**src/rtl/assert_macros.svh**
```systemverilog
// Concurrent assertion helpers
`ifndef ASSERT_MACROS_SVH
`define ASSERT_MACROS_SVH

// Check a property at every rising edge outside reset
`define ASSERT_AT(lbl, clk, rst_n, prop, msg) \
  lbl: assert property (@(posedge clk) disable iff (!rst_n) (prop)) else $error(msg);

// Check that an antecedent implies a consequent in the same cycle
`define ASSERT_IMPL(lbl, clk, rst_n, ante, cons, msg) \
  lbl: assert property (@(posedge clk) disable iff (!rst_n) (ante) |-> (cons)) else $error(msg);

// Check that an antecedent implies a consequent in the following cycle
`define ASSERT_NEXT(lbl, clk, rst_n, ante, cons, msg) \
  lbl: assert property (@(posedge clk) disable iff (!rst_n) (ante) |=> (cons)) else $error(msg);

`endif

```
**src/rtl/ecal_pkg.sv**
```systemverilog
package ecal_pkg;

  localparam int EPOCH_BITS  = 36;
  localparam int DIV_SHIFT   = 7;
  localparam int NUM_W       = EPOCH_BITS - DIV_SHIFT;
  localparam int DAYS_W      = EPOCH_BITS - 16;
  localparam int DIV_W       = 10;
  localparam int RECIP_SHIFT = NUM_W + DIV_W;
  localparam int RECIP_W     = NUM_W + 1;
  localparam int PROD_W      = NUM_W + RECIP_W;
  localparam int YEAR_W      = 13;
  localparam int MONTH_W     = 4;
  localparam int DAY_W       = 5;
  localparam int YLEN_W      = 9;
  localparam int MLEN_W      = 5;
  localparam int MOD400_W    = 9;

  localparam logic [DIV_W-1:0]    DIV_CONST    = 10'd675;
  localparam logic [63:0]         RECIP_FULL   =
    ((64'd1 << RECIP_SHIFT) + 64'(DIV_CONST) - 64'd1) / 64'(DIV_CONST);
  localparam logic [RECIP_W-1:0]  RECIP        = RECIP_FULL[RECIP_W-1:0];
  localparam logic [YEAR_W-1:0]   BASE_YEAR    = 13'd1970;
  localparam logic [MOD400_W-1:0] BASE_MOD400  = 9'd370;
  localparam logic [MOD400_W-1:0] MOD400_LAST  = 9'd399;
  localparam logic [MOD400_W-1:0] CENTURY_1    = 9'd100;
  localparam logic [MOD400_W-1:0] CENTURY_2    = 9'd200;
  localparam logic [MOD400_W-1:0] CENTURY_3    = 9'd300;
  localparam logic [YLEN_W-1:0]   DAYS_LEAP    = 9'd366;
  localparam logic [YLEN_W-1:0]   DAYS_COMMON  = 9'd365;
  localparam logic [MONTH_W-1:0]  MONTH_JAN    = 4'd1;
  localparam logic [MONTH_W-1:0]  MONTH_FEB    = 4'd2;
  localparam logic [MONTH_W-1:0]  MONTH_JUL    = 4'd7;
  localparam logic [MONTH_W-1:0]  MONTH_DEC    = 4'd12;
  localparam logic [MLEN_W-1:0]   LEN_FEB_LEAP = 5'd29;
  localparam logic [MLEN_W-1:0]   LEN_FEB      = 5'd28;
  localparam logic [MLEN_W-1:0]   LEN_LONG     = 5'd31;
  localparam logic [MLEN_W-1:0]   LEN_SHORT    = 5'd30;

  typedef struct packed {
    logic start;
    logic divide;
    logic year_step;
    logic month_step;
    logic load_out;
  } cmd_t;

  typedef struct packed {
    logic year_done;
    logic month_done;
  } sts_t;

  function automatic logic is_leap(logic [1:0] year_low, logic [MOD400_W-1:0] mod400);
    return (year_low == 2'b00) && (mod400 != CENTURY_1) && (mod400 != CENTURY_2) &&
           (mod400 != CENTURY_3);
  endfunction

  function automatic logic [MLEN_W-1:0] month_len(logic [MONTH_W-1:0] m, logic leap);
    logic [MLEN_W-1:0] len;
    if (m == MONTH_FEB) begin
      len = leap ? LEN_FEB_LEAP : LEN_FEB;
    end else if (m <= MONTH_JUL) begin
      len = m[0] ? LEN_LONG : LEN_SHORT;
    end else begin
      len = m[0] ? LEN_SHORT : LEN_LONG;
    end
    return len;
  endfunction

endpackage

```
**src/rtl/ecal_ctrl.sv**
```systemverilog
`include "assert_macros.svh"

module ecal_ctrl (
  input  logic          clk_i,
  input  logic          rst_ni,
  input  logic          in_valid_i,
  output logic          in_stall_o,
  output logic          out_valid_o,
  input  logic          out_stall_i,
  output ecal_pkg::cmd_t cmd_o,
  input  ecal_pkg::sts_t sts_i
);
  import ecal_pkg::*;

  localparam logic [2:0] ST_IDLE  = 3'd0;
  localparam logic [2:0] ST_DIV   = 3'd1;
  localparam logic [2:0] ST_YEAR  = 3'd2;
  localparam logic [2:0] ST_MONTH = 3'd3;
  localparam logic [2:0] ST_HOLD  = 3'd4;

  logic [2:0]       state_q, state_d;
  logic             out_valid_q, out_valid_d;
  logic             accept;
  logic             out_free;
  logic [4:0]       cmd_vec;

  assign accept   = in_valid_i && (state_q == ST_IDLE);
  assign out_free = !out_valid_q || !out_stall_i;

  always_comb begin
    state_d = state_q;
    cmd_o   = '0;
    unique case (state_q)
      ST_IDLE: begin
        if (in_valid_i) begin
          cmd_o.start = 1'b1;
          state_d     = ST_DIV;
        end
      end
      ST_DIV: begin
        cmd_o.divide = 1'b1;
        state_d      = ST_YEAR;
      end
      ST_YEAR: begin
        if (sts_i.year_done) begin
          state_d = ST_MONTH;
        end else begin
          cmd_o.year_step = 1'b1;
        end
      end
      ST_MONTH: begin
        if (!sts_i.month_done) begin
          cmd_o.month_step = 1'b1;
        end else if (out_free) begin
          cmd_o.load_out = 1'b1;
          state_d        = ST_IDLE;
        end else begin
          state_d = ST_HOLD;
        end
      end
      ST_HOLD: begin
        if (out_free) begin
          cmd_o.load_out = 1'b1;
          state_d        = ST_IDLE;
        end
      end
      default: begin
        state_d = ST_IDLE;
      end
    endcase
  end

  always_comb begin
    out_valid_d = out_valid_q && out_stall_i;
    if (cmd_o.load_out) begin
      out_valid_d = 1'b1;
    end
  end

  always_ff @(posedge clk_i or negedge rst_ni) begin
    if (!rst_ni) begin
      state_q     <= ST_IDLE;
      out_valid_q <= 1'b0;
    end else begin
      state_q     <= state_d;
      out_valid_q <= out_valid_d;
    end
  end

  assign in_stall_o  = (state_q != ST_IDLE);
  assign out_valid_o = out_valid_q;

  assign cmd_vec = {cmd_o.start, cmd_o.divide, cmd_o.year_step, cmd_o.month_step,
                    cmd_o.load_out};

  `ASSERT_AT(a_cmd_exclusive, clk_i, rst_ni, $onehot0(cmd_vec), "commands overlap")
  `ASSERT_IMPL(a_no_overwrite, clk_i, rst_ni, cmd_o.load_out, out_free, "pending result overwritten")
  `ASSERT_NEXT(a_start_div, clk_i, rst_ni, accept, state_q == ST_DIV, "transfer did not start divide")
  `ASSERT_NEXT(a_div_to_year, clk_i, rst_ni, cmd_o.divide, state_q == ST_YEAR, "divide end lost")

endmodule

```
**src/rtl/ecal_dp.sv**
```systemverilog
module ecal_dp (
  input  logic                            clk_i,
  input  ecal_pkg::cmd_t                  cmd_i,
  output ecal_pkg::sts_t                  sts_o,
  input  logic [ecal_pkg::EPOCH_BITS-1:0] epoch_seconds_i,
  output logic [ecal_pkg::YEAR_W-1:0]     year_o,
  output logic [ecal_pkg::MONTH_W-1:0]    month_o,
  output logic [ecal_pkg::DAY_W-1:0]      day_o
);
  import ecal_pkg::*;

  logic [NUM_W-1:0]     num_q, num_d;
  logic [PROD_W-1:0]    prod;
  logic [DAYS_W-1:0]    days_q, days_d;
  logic [YEAR_W-1:0]    year_q, year_d;
  logic [MOD400_W-1:0]  mod400_q, mod400_d;
  logic [MONTH_W-1:0]   month_q, month_d;
  logic                 leap;
  logic [YLEN_W-1:0]    ylen;
  logic [MLEN_W-1:0]    mlen;
  logic [YEAR_W-1:0]    year_out_q;
  logic [MONTH_W-1:0]   month_out_q;
  logic [DAY_W-1:0]     day_out_q;

  // Divide by 675 through the rounded-up reciprocal, exact over the whole numerator range
  assign prod = PROD_W'(num_q) * PROD_W'(RECIP);

  assign leap = is_leap(year_q[1:0], mod400_q);
  assign ylen = leap ? DAYS_LEAP : DAYS_COMMON;
  assign mlen = month_len(month_q, leap);

  assign sts_o.year_done  = (days_q < DAYS_W'(ylen));
  assign sts_o.month_done = (month_q == MONTH_DEC) || (days_q < DAYS_W'(mlen));

  always_comb begin
    num_d    = num_q;
    days_d   = days_q;
    year_d   = year_q;
    mod400_d = mod400_q;
    month_d  = month_q;
    if (cmd_i.start) begin
      num_d    = epoch_seconds_i[EPOCH_BITS-1:DIV_SHIFT];
      year_d   = BASE_YEAR;
      mod400_d = BASE_MOD400;
      month_d  = MONTH_JAN;
    end
    if (cmd_i.divide) begin
      days_d = prod[RECIP_SHIFT +: DAYS_W];
    end
    if (cmd_i.year_step) begin
      days_d   = days_q - DAYS_W'(ylen);
      year_d   = year_q + YEAR_W'(1);
      mod400_d = (mod400_q == MOD400_LAST) ? '0 : mod400_q + MOD400_W'(1);
    end
    if (cmd_i.month_step) begin
      days_d  = days_q - DAYS_W'(mlen);
      month_d = month_q + MONTH_W'(1);
    end
  end

  always_ff @(posedge clk_i) begin
    num_q    <= num_d;
    days_q   <= days_d;
    year_q   <= year_d;
    mod400_q <= mod400_d;
    month_q  <= month_d;
    if (cmd_i.load_out) begin
      year_out_q  <= year_q;
      month_out_q <= month_q;
      day_out_q   <= days_q[DAY_W-1:0] + DAY_W'(1);
    end
  end

  assign year_o  = year_out_q;
  assign month_o = month_out_q;
  assign day_o   = day_out_q;

endmodule

```
**src/rtl/epoch_seconds_to_calendar_date_unit.sv**
```systemverilog
// Sequence: a reciprocal multiply for the divide by 86400, then a one-year-per-cycle step
// loop and a one-month-per-cycle loop; the result then enters the output register.
// Throughput: one item in flight; the next input transfer is taken the cycle after
// the result enters the output register, which holds it while the sink stalls.
// Reset: asynchronous, active low; clears the sequencer and the output valid.
module epoch_seconds_to_calendar_date_unit (
  input  logic                            clk_i,
  input  logic                            rst_ni,
  input  logic                            in_valid_i,
  output logic                            in_stall_o,
  input  logic [ecal_pkg::EPOCH_BITS-1:0] epoch_seconds_i,
  output logic                            out_valid_o,
  input  logic                            out_stall_i,
  output logic [ecal_pkg::YEAR_W-1:0]     year_o,
  output logic [ecal_pkg::MONTH_W-1:0]    month_o,
  output logic [ecal_pkg::DAY_W-1:0]      day_o
);
  import ecal_pkg::*;

  cmd_t cmd;
  sts_t sts;

  ecal_ctrl u_ctrl (
    .clk_i      (clk_i),
    .rst_ni     (rst_ni),
    .in_valid_i (in_valid_i),
    .in_stall_o (in_stall_o),
    .out_valid_o(out_valid_o),
    .out_stall_i(out_stall_i),
    .cmd_o      (cmd),
    .sts_i      (sts)
  );

  ecal_dp u_dp (
    .clk_i          (clk_i),
    .cmd_i          (cmd),
    .sts_o          (sts),
    .epoch_seconds_i(epoch_seconds_i),
    .year_o         (year_o),
    .month_o        (month_o),
    .day_o          (day_o)
  );

endmodule
```
**config.mk**
```make
export PLATFORM = sky130hd
export DESIGN_NAME = epoch_seconds_to_calendar_date_unit
export DESIGN_NICKNAME = d
export VERILOG_FILES = /design/src/rtl/ecal_pkg.sv /design/src/rtl/ecal_ctrl.sv /design/src/rtl/ecal_dp.sv /design/src/rtl/epoch_seconds_to_calendar_date_unit.sv
export VERILOG_INCLUDE_DIRS = /design/src /design/src/rtl
export SDC_FILE = /design/constraint.sdc
export NUM_CORES = 1
export LEC_CHECK = 0
export BUFFER_PORTS_ARGS = -buffer_cell sky130_fd_sc_hd__clkbuf_2
export CORE_UTILIZATION = 59
export DETAILED_ROUTE_END_ITERATION = 6
export GPL_ROUTABILITY_DRIVEN = 0
export GPL_TIMING_DRIVEN = 0
export PLACE_DENSITY = 0.77
export SLEW_MARGIN = 0
export SYNTH_ARGS = -nofsm -noshare
export SYNTH_HDL_FRONTEND = slang
export SYNTH_SLANG_ARGS = --single-unit
```
**constraint.sdc**
```tcl
create_clock -name clk_i -period 18 [get_ports clk_i]
set_input_delay 0 -clock clk_i [delete_from_list [all_inputs] [get_ports clk_i]]
set_output_delay 0 -clock clk_i [all_outputs]
set_load 0.01 [all_outputs]
```
==> metrics.txt, run 1 <==
# TYPE chip_impl_metric gauge
chip_impl_metric{name="die_w",unit="um"} 169.5
chip_impl_metric{name="firstDrtPassIters",unit=""} 7
chip_impl_info{name="rsz_0062_raised_after_global_routing",value="no"} 1
chip_impl_metric{name="hpwlAfterDp",unit="mm"} 29.30
chip_impl_metric{name="timing.critical_path.fanout_max",unit=""} 11
chip_impl_metric{name="grt_first_pass_wirelength",unit="mm"} 61.02
chip_impl_metric{name="first_iter_violations",unit=""} 733
chip_impl_metric{name="cts_hold_repair.buffers",unit=""} 32
chip_impl_metric{name="proportion_of_layout_cells_with_a_drive_suffix_above_1",unit="%"} 6.354
chip_impl_metric{name="start_util",unit="%"} 60.73
chip_impl_metric{name="die_h",unit="um"} 169.5
chip_impl_metric{name="nets",unit=""} 2312
chip_impl_info{name="status",value="complete, but fails checks"} 1
chip_impl_metric{name="clkSlewWorstSetupHoldPaths",unit="ns"} 0.08
chip_impl_metric{name="number_of_flops_mapped_to_enable_cells_by_yosys",unit=""} 97
chip_impl_metric{name="ys_ff_latch",unit=""} 101
chip_impl_metric{name="syn_area_per_cell",unit="um^2"} 10.49
chip_impl_metric{name="maximum_number_of_pins_on_one_net_before_global_route_repair",unit=""} 30
chip_impl_metric{name="synthesis.instances",unit=""} 1578
chip_impl_info{name="type_of_the_setup_path_with_the_least_slack",value="reg -> reg"} 1
chip_impl_metric{name="post_drt_via_cell_ratio",unit=""} 5.698
chip_impl_metric{name="grt_antenna_before_repair",unit=""} 0
chip_impl_metric{name="antennaDiodeCount",unit=""} 0
chip_impl_metric{name="synth.yosys.seq_area_share",unit="%"} 18.21
chip_impl_metric{name="grt_use_total",unit="%"} 27.43
chip_impl_info{name="holdCritPathClass",value="in -> reg"} 1
chip_impl_metric{name="reg2reg_depth",unit=""} 21
chip_impl_metric{name="vias_in_the_first_global_route",unit=""} 12290
chip_impl_metric{name="mappedNetlistNets",unit=""} 2211
chip_impl_metric{name="finalCritPeriodShare",unit="%"} 42.45
chip_impl_metric{name="required",unit="ns"} 18.11
chip_impl_metric{name="synthArstFlopShare",unit="%"} 3.960
chip_impl_metric{name="insertion_delay",unit="ns"} 0.38
chip_impl_metric{name="sum_of_overflow_across_all_layers_after_global_routing",unit=""} 0
chip_impl_metric{name="final_hold_viol_count",unit=""} 0
chip_impl_info{name="setup.worst_path.start_class",value="flop"} 1
chip_impl_metric{name="setup_violations_final",unit=""} 0
chip_impl_metric{name="setup_tns_final",unit="ns"} 0
chip_impl_info{name="final_cell_mix",value="387 x ha_1, 336 x inv_1, 206 x fa_1, 97 x edfxtp_1, 74 x nand2_1"} 1
chip_impl_metric{name="max_cap_viol_count",unit=""} 0
chip_impl_metric{name="cts.repair.resized",unit=""} 0
chip_impl_metric{name="clk_path_buf_depth",unit=""} 2
chip_impl_metric{name="drt_wl_total",unit="mm"} 36.72
chip_impl_metric{name="clock_sink_count",unit=""} 101
chip_impl_info{name="clock_tree.root_cell",value="clkbuf_16"} 1
chip_impl_metric{name="die-area",unit="um^2"} 28720
chip_impl_metric{name="tightestPinTransition",unit="ns"} 1.114
chip_impl_metric{name="floorplan.io_pins",unit=""} 64
chip_impl_info{name="final_common_cell",value="ha_1"} 1
chip_impl_metric{name="coreArea",unit="um^2"} 27250
chip_impl_info{name="setup.worst_path.end_class",value="flop"} 1
chip_impl_metric{name="final-instance-count-excl-fill",unit=""} 2056
chip_impl_metric{name="layout_min_cycle_time",unit="ns"} 7.641
chip_impl_metric{name="synth.cell_area",unit="um^2"} 16550
chip_impl_info{name="most_common_flop_cell_mapped_by_yosys",value="edfxtp_1"} 1
chip_impl_metric{name="number_of_vias_in_the_routed_layout",unit=""} 11720
chip_impl_info{name="worst_setup_path_startpoint",value="u_dp.num_q[9]"} 1
chip_impl_metric{name="final_max_slew_viol_count",unit=""} 0
chip_impl_metric{name="placement.io_buffers",unit=""} 56
chip_impl_info{name="hold_path.startpoint",value="in_valid_i"} 1
chip_impl_metric{name="synthDistinctLibCells",unit=""} 77
chip_impl_metric{name="post-route-drc-count",unit=""} 3
chip_impl_info{name="violations_in_the_final_reports",value="DRC"} 1
chip_impl_metric{name="drt.antenna.violating_nets",unit=""} 0
chip_impl_metric{name="cts-buffers-inserted",unit=""} 9
chip_impl_metric{name="fmaxAchievable",unit="MHz"} 130.9
chip_impl_info{name="cts_tree",value="built"} 1
chip_impl_metric{name="number_of_h_tree_branching_levels",unit=""} 3
chip_impl_metric{name="worst_hold_path.num_cells",unit=""} 4
chip_impl_metric{name="ff_to_ff_setup_slack",unit="ns"} 10.36
chip_impl_info{name="r2r_start",value="u_dp.num_q[9]"} 1
chip_impl_metric{name="placedCellCount",unit=""} 2007
chip_impl_metric{name="finalClockSkew",unit="ns"} 0.02562
chip_impl_metric{name="max-slew-margin-rel",unit="%"} 24.73
chip_impl_metric{name="syn_to_final_growth",unit="%"} 8.582
chip_impl_metric{name="synth_warnings",unit=""} 0
chip_impl_metric{name="detail_route.wl_per_cell",unit="um"} 17.86
chip_impl_metric{name="worst_path_arrival_time",unit="ns"} 7.75
chip_impl_metric{name="fp-row-count",unit=""} 60
chip_impl_metric{name="post-cts-setup-buffers",unit=""} 0
chip_impl_metric{name="filler_cell_count",unit=""} 2072
[cells in the mapped netlist (4+ instances only)]
master,n,share of area [%]
dfrtp_1,4,0.60
a211oi_1,17,0.77
nor2_1,54,1.2
o211ai_1,10,0.45
nand2_1,74,1.7
and2_1,11,0.42
buf_2,10,0.30
o21a_1,6,0.27
o21ai_0,37,1.1
a22oi_1,5,0.23
or3_1,11,0.42
nor3_1,16,0.48
nor2b_1,7,0.26
fa_1,206,25
nand2b_1,6,0.23
inv_1,337,7.6
ha_1,387,29
a21o_1,16,0.73
nand4_1,11,0.42
o21ai_1,5,0.15
nand3_1,25,0.76
a31o_2,7,0.37
xor2_1,15,0.79
xnor2_1,24,1.3
a21oi_1,66,2.0
edfxtp_1,97,18
a31oi_1,8,0.30
clkbuf_1,9,0.20
and3_1,14,0.53
a221o_1,4,0.24
[layer usage]
layer	up-vias	global-route usage [%]	share of wire, %
met5	-	0	0
li1	5575	-	-
met4	0	7.325	2.0
met3	52	3.428	4.8
met1	5762	36.33	44
met2	326	47.49	50
[state kept, by name (all words and copies together), names as in the netlist]
name / cells
u_dp.num_q: 29
u_dp.days_q: 20
u_dp.year_o: 13
u_dp.year_q: 13
u_dp.mod400_q: 9
u_dp.day_o: 5
u_dp.month_o: 4
u_dp.month_q: 4
u_ctrl.state_q: 3
u_ctrl.out_valid_o: 1
[cells by family (layout without fill, tap and decap cells)]
family	count (synthesis)	in the layout	synth area share [%]
DFF	101	101	18.21
buffers and inverters	361	467	8.355
AOI/OAI and AO/OA	231	231	9.421
muxes	2	2	0.1210
adders and majority gates	593	593	54.18
and+or+nand+nor	251	251	7.652
xor gates and xnor gates	39	39	2.064
[final timing paths]
check                                endpoint
min reg2reg                   u_dp.year_o[12]
max reg2reg                    u_dp.days_q[4]
max                            u_dp.days_q[4]
max in group asynchronous   u_ctrl.state_q[0]
min in group asynchronous  u_ctrl.out_valid_o
min                         u_ctrl.state_q[0]
[cell type report]
class / instances / area, um^2 / share of cell area [%]
tap: 372 / 465.4 / 2.590
clock buffer: 9 / 225.2 / 1.253
sequential: 101 / 3013 / 16.77
clock inverter: 7 / 86.33 / 0.4805
multi-input combinational: 1116 / 12160 / 67.66
inverter: 337 / 1265 / 7.040
timing repair buffer: 90 / 639.4 / 3.558
buffer: 24 / 117.6 / 0.6546
[metrics by stage]
| stage | instance area [um^2] | util (%) | worst slack (ns) | hold WS (ns) |
|---|---|---|---|---|
| after global routing | 17970 | 65.94 | 10.08 | 0.07968 |
| after floorplan | 16550 | - | 11.20 | -0.2956 |
| final | 17970 | 65.94 | 10.36 | 0.07434 |
| after CTS | 17940 | 65.84 | 10.38 | 0.07200 |
| after detailed placement | 17310 | 63.52 | 10.41 | -0.1842 |
| after global placement | 17290 | 63.46 | 10.48 | -0.1891 |
[critical path, stage by stage, from the launching register on]
cell,delay (ns)
edfxtp_1,0.73
fa_1,0.55
ha_1,0.28
inv_1,0.05
fa_1,0.50
fa_1,0.53
inv_1,0.06
fa_1,0.48
fa_1,0.53
fa_1,0.56
inv_1,0.05
fa_1,0.49
inv_1,0.04
ha_1,0.36
and3_1,0.21
nand3_1,0.08
or4b_1,0.60
a2111oi_2,0.40
o311ai_1,0.26
nor2_1,0.17
mux2i_1,0.12
o311a_1,0.35
Power of run 1 is left out: the tool's default activity adds up to more than one toggle a clock period on the data nets, which glitch-free logic cannot reach.
==> run 2: changes to the inputs <==
- ABC_AREA: default -> 1
- PLACE_DENSITY: 0.77 -> 0.79
- clock period: 18 -> 6.8 ns (I/O delays scaled with it)
==> metrics.txt, run 2 <==
# TYPE chip_impl_metric gauge
chip_impl_info{name="status",value="complete, but fails checks"} 1
chip_impl_info{name="violations_in_the_final_reports",value="DRC"} 1
chip_impl_metric{name="number_of_vias_in_the_routed_layout",unit=""} 14860
chip_impl_metric{name="syn_area_per_cell",unit="um^2"} 8.365
chip_impl_metric{name="die_w",unit="um"} 179.4
chip_impl_info{name="hold_path.startpoint",value="in_valid_i"} 1
chip_impl_metric{name="drt_wl_total",unit="mm"} 45.60
chip_impl_info{name="synth_top_area_cell",value="ha_1"} 1
chip_impl_info{name="type_of_the_setup_path_with_the_least_slack",value="reg -> reg"} 1
chip_impl_metric{name="final_max_slew_viol_count",unit=""} 0
chip_impl_metric{name="vias_in_the_first_global_route",unit=""} 15720
chip_impl_metric{name="drt.antenna.violating_nets",unit=""} 0
chip_impl_metric{name="number_of_h_tree_branching_levels",unit=""} 3
chip_impl_metric{name="synthDistinctLibCells",unit=""} 43
chip_impl_info{name="layout_top_registers",value="u_dp.num_q x29, u_dp.days_q x20"} 1
chip_impl_metric{name="post_drt_via_cell_ratio",unit=""} 5.394
chip_impl_metric{name="clkSlewWorstSetupHoldPaths",unit="ns"} 0.09
chip_impl_metric{name="number_of_flops_mapped_to_enable_cells_by_yosys",unit=""} 97
chip_impl_metric{name="timing.critical_path.fanout_max",unit=""} 10
chip_impl_metric{name="setup_tns_final",unit="ns"} 0
chip_impl_metric{name="detail_route.wl_per_cell",unit="um"} 16.56
chip_impl_info{name="worst_setup_path_startpoint",value="u_dp.num_q[4]"} 1
chip_impl_metric{name="grt_antenna_before_repair",unit=""} 0
chip_impl_metric{name="ff_to_ff_setup_slack",unit="ns"} 0.29
chip_impl_info{name="most_common_flop_cell_mapped_by_yosys",value="edfxtp_1"} 1
chip_impl_metric{name="firstDrtPassIters",unit=""} 7
chip_impl_metric{name="clock_sink_count",unit=""} 101
chip_impl_metric{name="start_util",unit="%"} 60.39
chip_impl_metric{name="clk_path_buf_depth",unit=""} 2
chip_impl_metric{name="layout_min_cycle_time",unit="ns"} 6.512
chip_impl_metric{name="maximum_number_of_pins_on_one_net_before_global_route_repair",unit=""} 24
chip_impl_metric{name="finalHoldWorstSlack",unit="ns"} 0.08128
chip_impl_metric{name="synth.cell_area",unit="um^2"} 18570
chip_impl_metric{name="die-area",unit="um^2"} 32190
chip_impl_metric{name="final_hold_viol_count",unit=""} 0
chip_impl_metric{name="max_cap_viol_count",unit=""} 0
chip_impl_metric{name="fp-row-count",unit=""} 64
chip_impl_metric{name="synthDominantCellAreaShare",unit="%"} 26.07
chip_impl_metric{name="post-route-drc-count",unit=""} 10
chip_impl_metric{name="synthesis.instances",unit=""} 2220
chip_impl_metric{name="layout_cell_area_excl_fill",unit="um^2"} 20250
chip_impl_metric{name="grt_use_total",unit="%"} 29.80
chip_impl_metric{name="floorplan.io_pins",unit=""} 64
chip_impl_info{name="rsz_0062_raised_after_global_routing",value="no"} 1
chip_impl_info{name="r2r_start",value="u_dp.num_q[4]"} 1
chip_impl_metric{name="fmaxAchievable",unit="MHz"} 153.6
chip_impl_info{name="clock_tree.root_cell",value="clkbuf_16"} 1
chip_impl_metric{name="mappedNetlistNets",unit=""} 2853
chip_impl_info{name="register_ranked_first_by_flip_flop_count",value="u_dp.num_q"} 1
chip_impl_metric{name="finalClockSkew",unit="ns"} 0.01663
chip_impl_metric{name="largest_reg_flops",unit=""} 29
chip_impl_metric{name="placement.io_buffers",unit=""} 56
chip_impl_metric{name="syn_to_final_growth",unit="%"} 9.022
chip_impl_metric{name="synth.yosys.seq_area_share",unit="%"} 16.22
chip_impl_info{name="most_frequent_cells_after_synthesis",value="564 x inv_1, 471 x nand2_1, 387 x ha_1"} 1
chip_impl_metric{name="tightestPinTransition",unit="ns"} 1.094
chip_impl_metric{name="cts-buffers-inserted",unit=""} 9
chip_impl_metric{name="die_h",unit="um"} 179.4
chip_impl_metric{name="required",unit="ns"} 6.94
chip_impl_metric{name="hpwlAfterDp",unit="mm"} 36.41
chip_impl_metric{name="antennaDiodeCount",unit=""} 0
chip_impl_metric{name="max-slew-margin-rel",unit="%"} 26.83
chip_impl_info{name="setup.worst_path.end_class",value="flop"} 1
chip_impl_metric{name="proportion_of_layout_cells_with_a_drive_suffix_above_1",unit="%"} 7.040
chip_impl_info{name="synth.most_common_cell",value="inv_1"} 1
chip_impl_info{name="holdCritPathClass",value="in -> reg"} 1
chip_impl_metric{name="nets",unit=""} 2986
chip_impl_metric{name="first_iter_violations",unit=""} 1039
chip_impl_metric{name="post_dp_cell_area",unit="um^2"} 19390
chip_impl_info{name="final_cell_mix",value="564 x inv_1, 471 x nand2_1, 387 x ha_1, 206 x fa_1, 148 x nor2_1"} 1
chip_impl_metric{name="cts.repair.resized",unit=""} 0
chip_impl_info{name="cts_tree",value="built"} 1
chip_impl_metric{name="grt_first_pass_wirelength",unit="mm"} 75.40
chip_impl_info{name="final_common_cell",value="inv_1"} 1
chip_impl_info{name="yosys-top-cells-area",value="ha_1 26%, fa_1 22%, edfxtp_1 16%"} 1
chip_impl_info{name="setup.worst_path.start_class",value="flop"} 1
chip_impl_metric{name="finalCritPeriodShare",unit="%"} 95.77
chip_impl_metric{name="synthArstFlopShare",unit="%"} 3.960
chip_impl_metric{name="insertion_delay",unit="ns"} 0.40
chip_impl_metric{name="ys_ff_latch",unit=""} 101
chip_impl_metric{name="coreArea",unit="um^2"} 30750
chip_impl_metric{name="synth_warnings",unit=""} 0
chip_impl_metric{name="setup_violations_final",unit=""} 0
chip_impl_metric{name="sum_of_overflow_across_all_layers_after_global_routing",unit=""} 0
chip_impl_metric{name="worst_path_arrival_time",unit="ns"} 6.65
run 2: changes by cell type after synthesis, sizes merged, moves of 11 or more:
cell / before / now
nand2: 74 / 482
inv: 337 / 569
nand4: 12 / 23
nand3: 25 / 89
nor2: 55 / 156
and3: 15 / 1
a211oi: 17 / 1
o21ai: 42 / 23
and2: 11 / 0
a21o: 16 / 0
or3: 12 / 0
run 2: repair_timing:
action | in CTS | in global routing
hold buffers | 32 | 0
setup endpoints to repair | 0 | 19
endpoints found under the hold margin | 34 | 0
buffers inserted | 0 | 32
run 2: path summary, 6_finish.rpt:
| path | cells after the start | end |
|---|---|---|
| max | 24 | u_dp.days_q[3] |
| min | 3 | u_dp.num_q[5] |
| max reg2reg | 24 | u_dp.days_q[3] |
| min reg2reg | 0 | u_dp.year_o[3] |
| max in group asynchronous | 3 | u_ctrl.state_q[2] |
| min in group asynchronous | 3 | u_ctrl.state_q[0] |
run 2: cells by family after synthesis:
| kind of cell | synth area share (%) |
|---|---|
| AOI/OAI and AO/OA | 3.430 |
| xor gates and xnor gates | 1.839 |
| adders and majority gates | 48.28 |
| buffers and inverters | 12.09 |
| DFF | 16.22 |
| and+or+nand+nor | 18.13 |
run 2: layout make-up:
type,count,area [um^2]
multi-input cells,1537,13320
clock buffers,9,225.2
flip-flops and latches,101,3013
well taps,396,495.5
inverters,570,2142
clock inverters,7,68.82
repair buffers,122,875.8
fillers,2492,10500
plain buffers,12,103.9
run 2: worst max-delay path, cell delays in order (launching register included):
cell,delay (ns)
edfxtp_1,0.72
fa_1,0.54
ha_1,0.28
inv_1,0.05
fa_1,0.49
fa_1,0.52
inv_1,0.04
ha_1,0.31
fa_1,0.52
fa_1,0.55
inv_1,0.05
fa_1,0.49
inv_1,0.04
ha_1,0.31
nand2_1,0.10
nor2_1,0.15
inv_1,0.11
nor2_1,0.15
nand3b_1,0.10
nand3_1,0.22
nand2_1,0.11
nand2_1,0.07
nand2_1,0.04
nand3_1,0.19
a22oi_1,0.10
run 2: through the flow:
step | instances | worst slack, ns | util (%)
after CTS | 2722 | 0.03978 | 65.06
after global placement | 2672 | 0.1300 | 62.92
after detailed placement | 2674 | 0.006423 | 63.06
after global routing | 2754 | 0.02842 | 65.84
final | 2754 | 0.2877 | 65.84
after floorplan | 2220 | 0.8464 | -
run 2: metal layers:
| metal | vias up | global-route usage (%) | part of all wire [%] |
|---|---|---|---|
| met5 | - | 0 | 0 |
| met4 | 0 | 13.59 | 4.1 |
| met3 | 122 | 4.538 | 6.4 |
| met2 | 507 | 53.67 | 50 |
| met1 | 7070 | 35.01 | 40 |
| li1 | 7156 | - | - |
Power of run 2 is left out for the same reason.
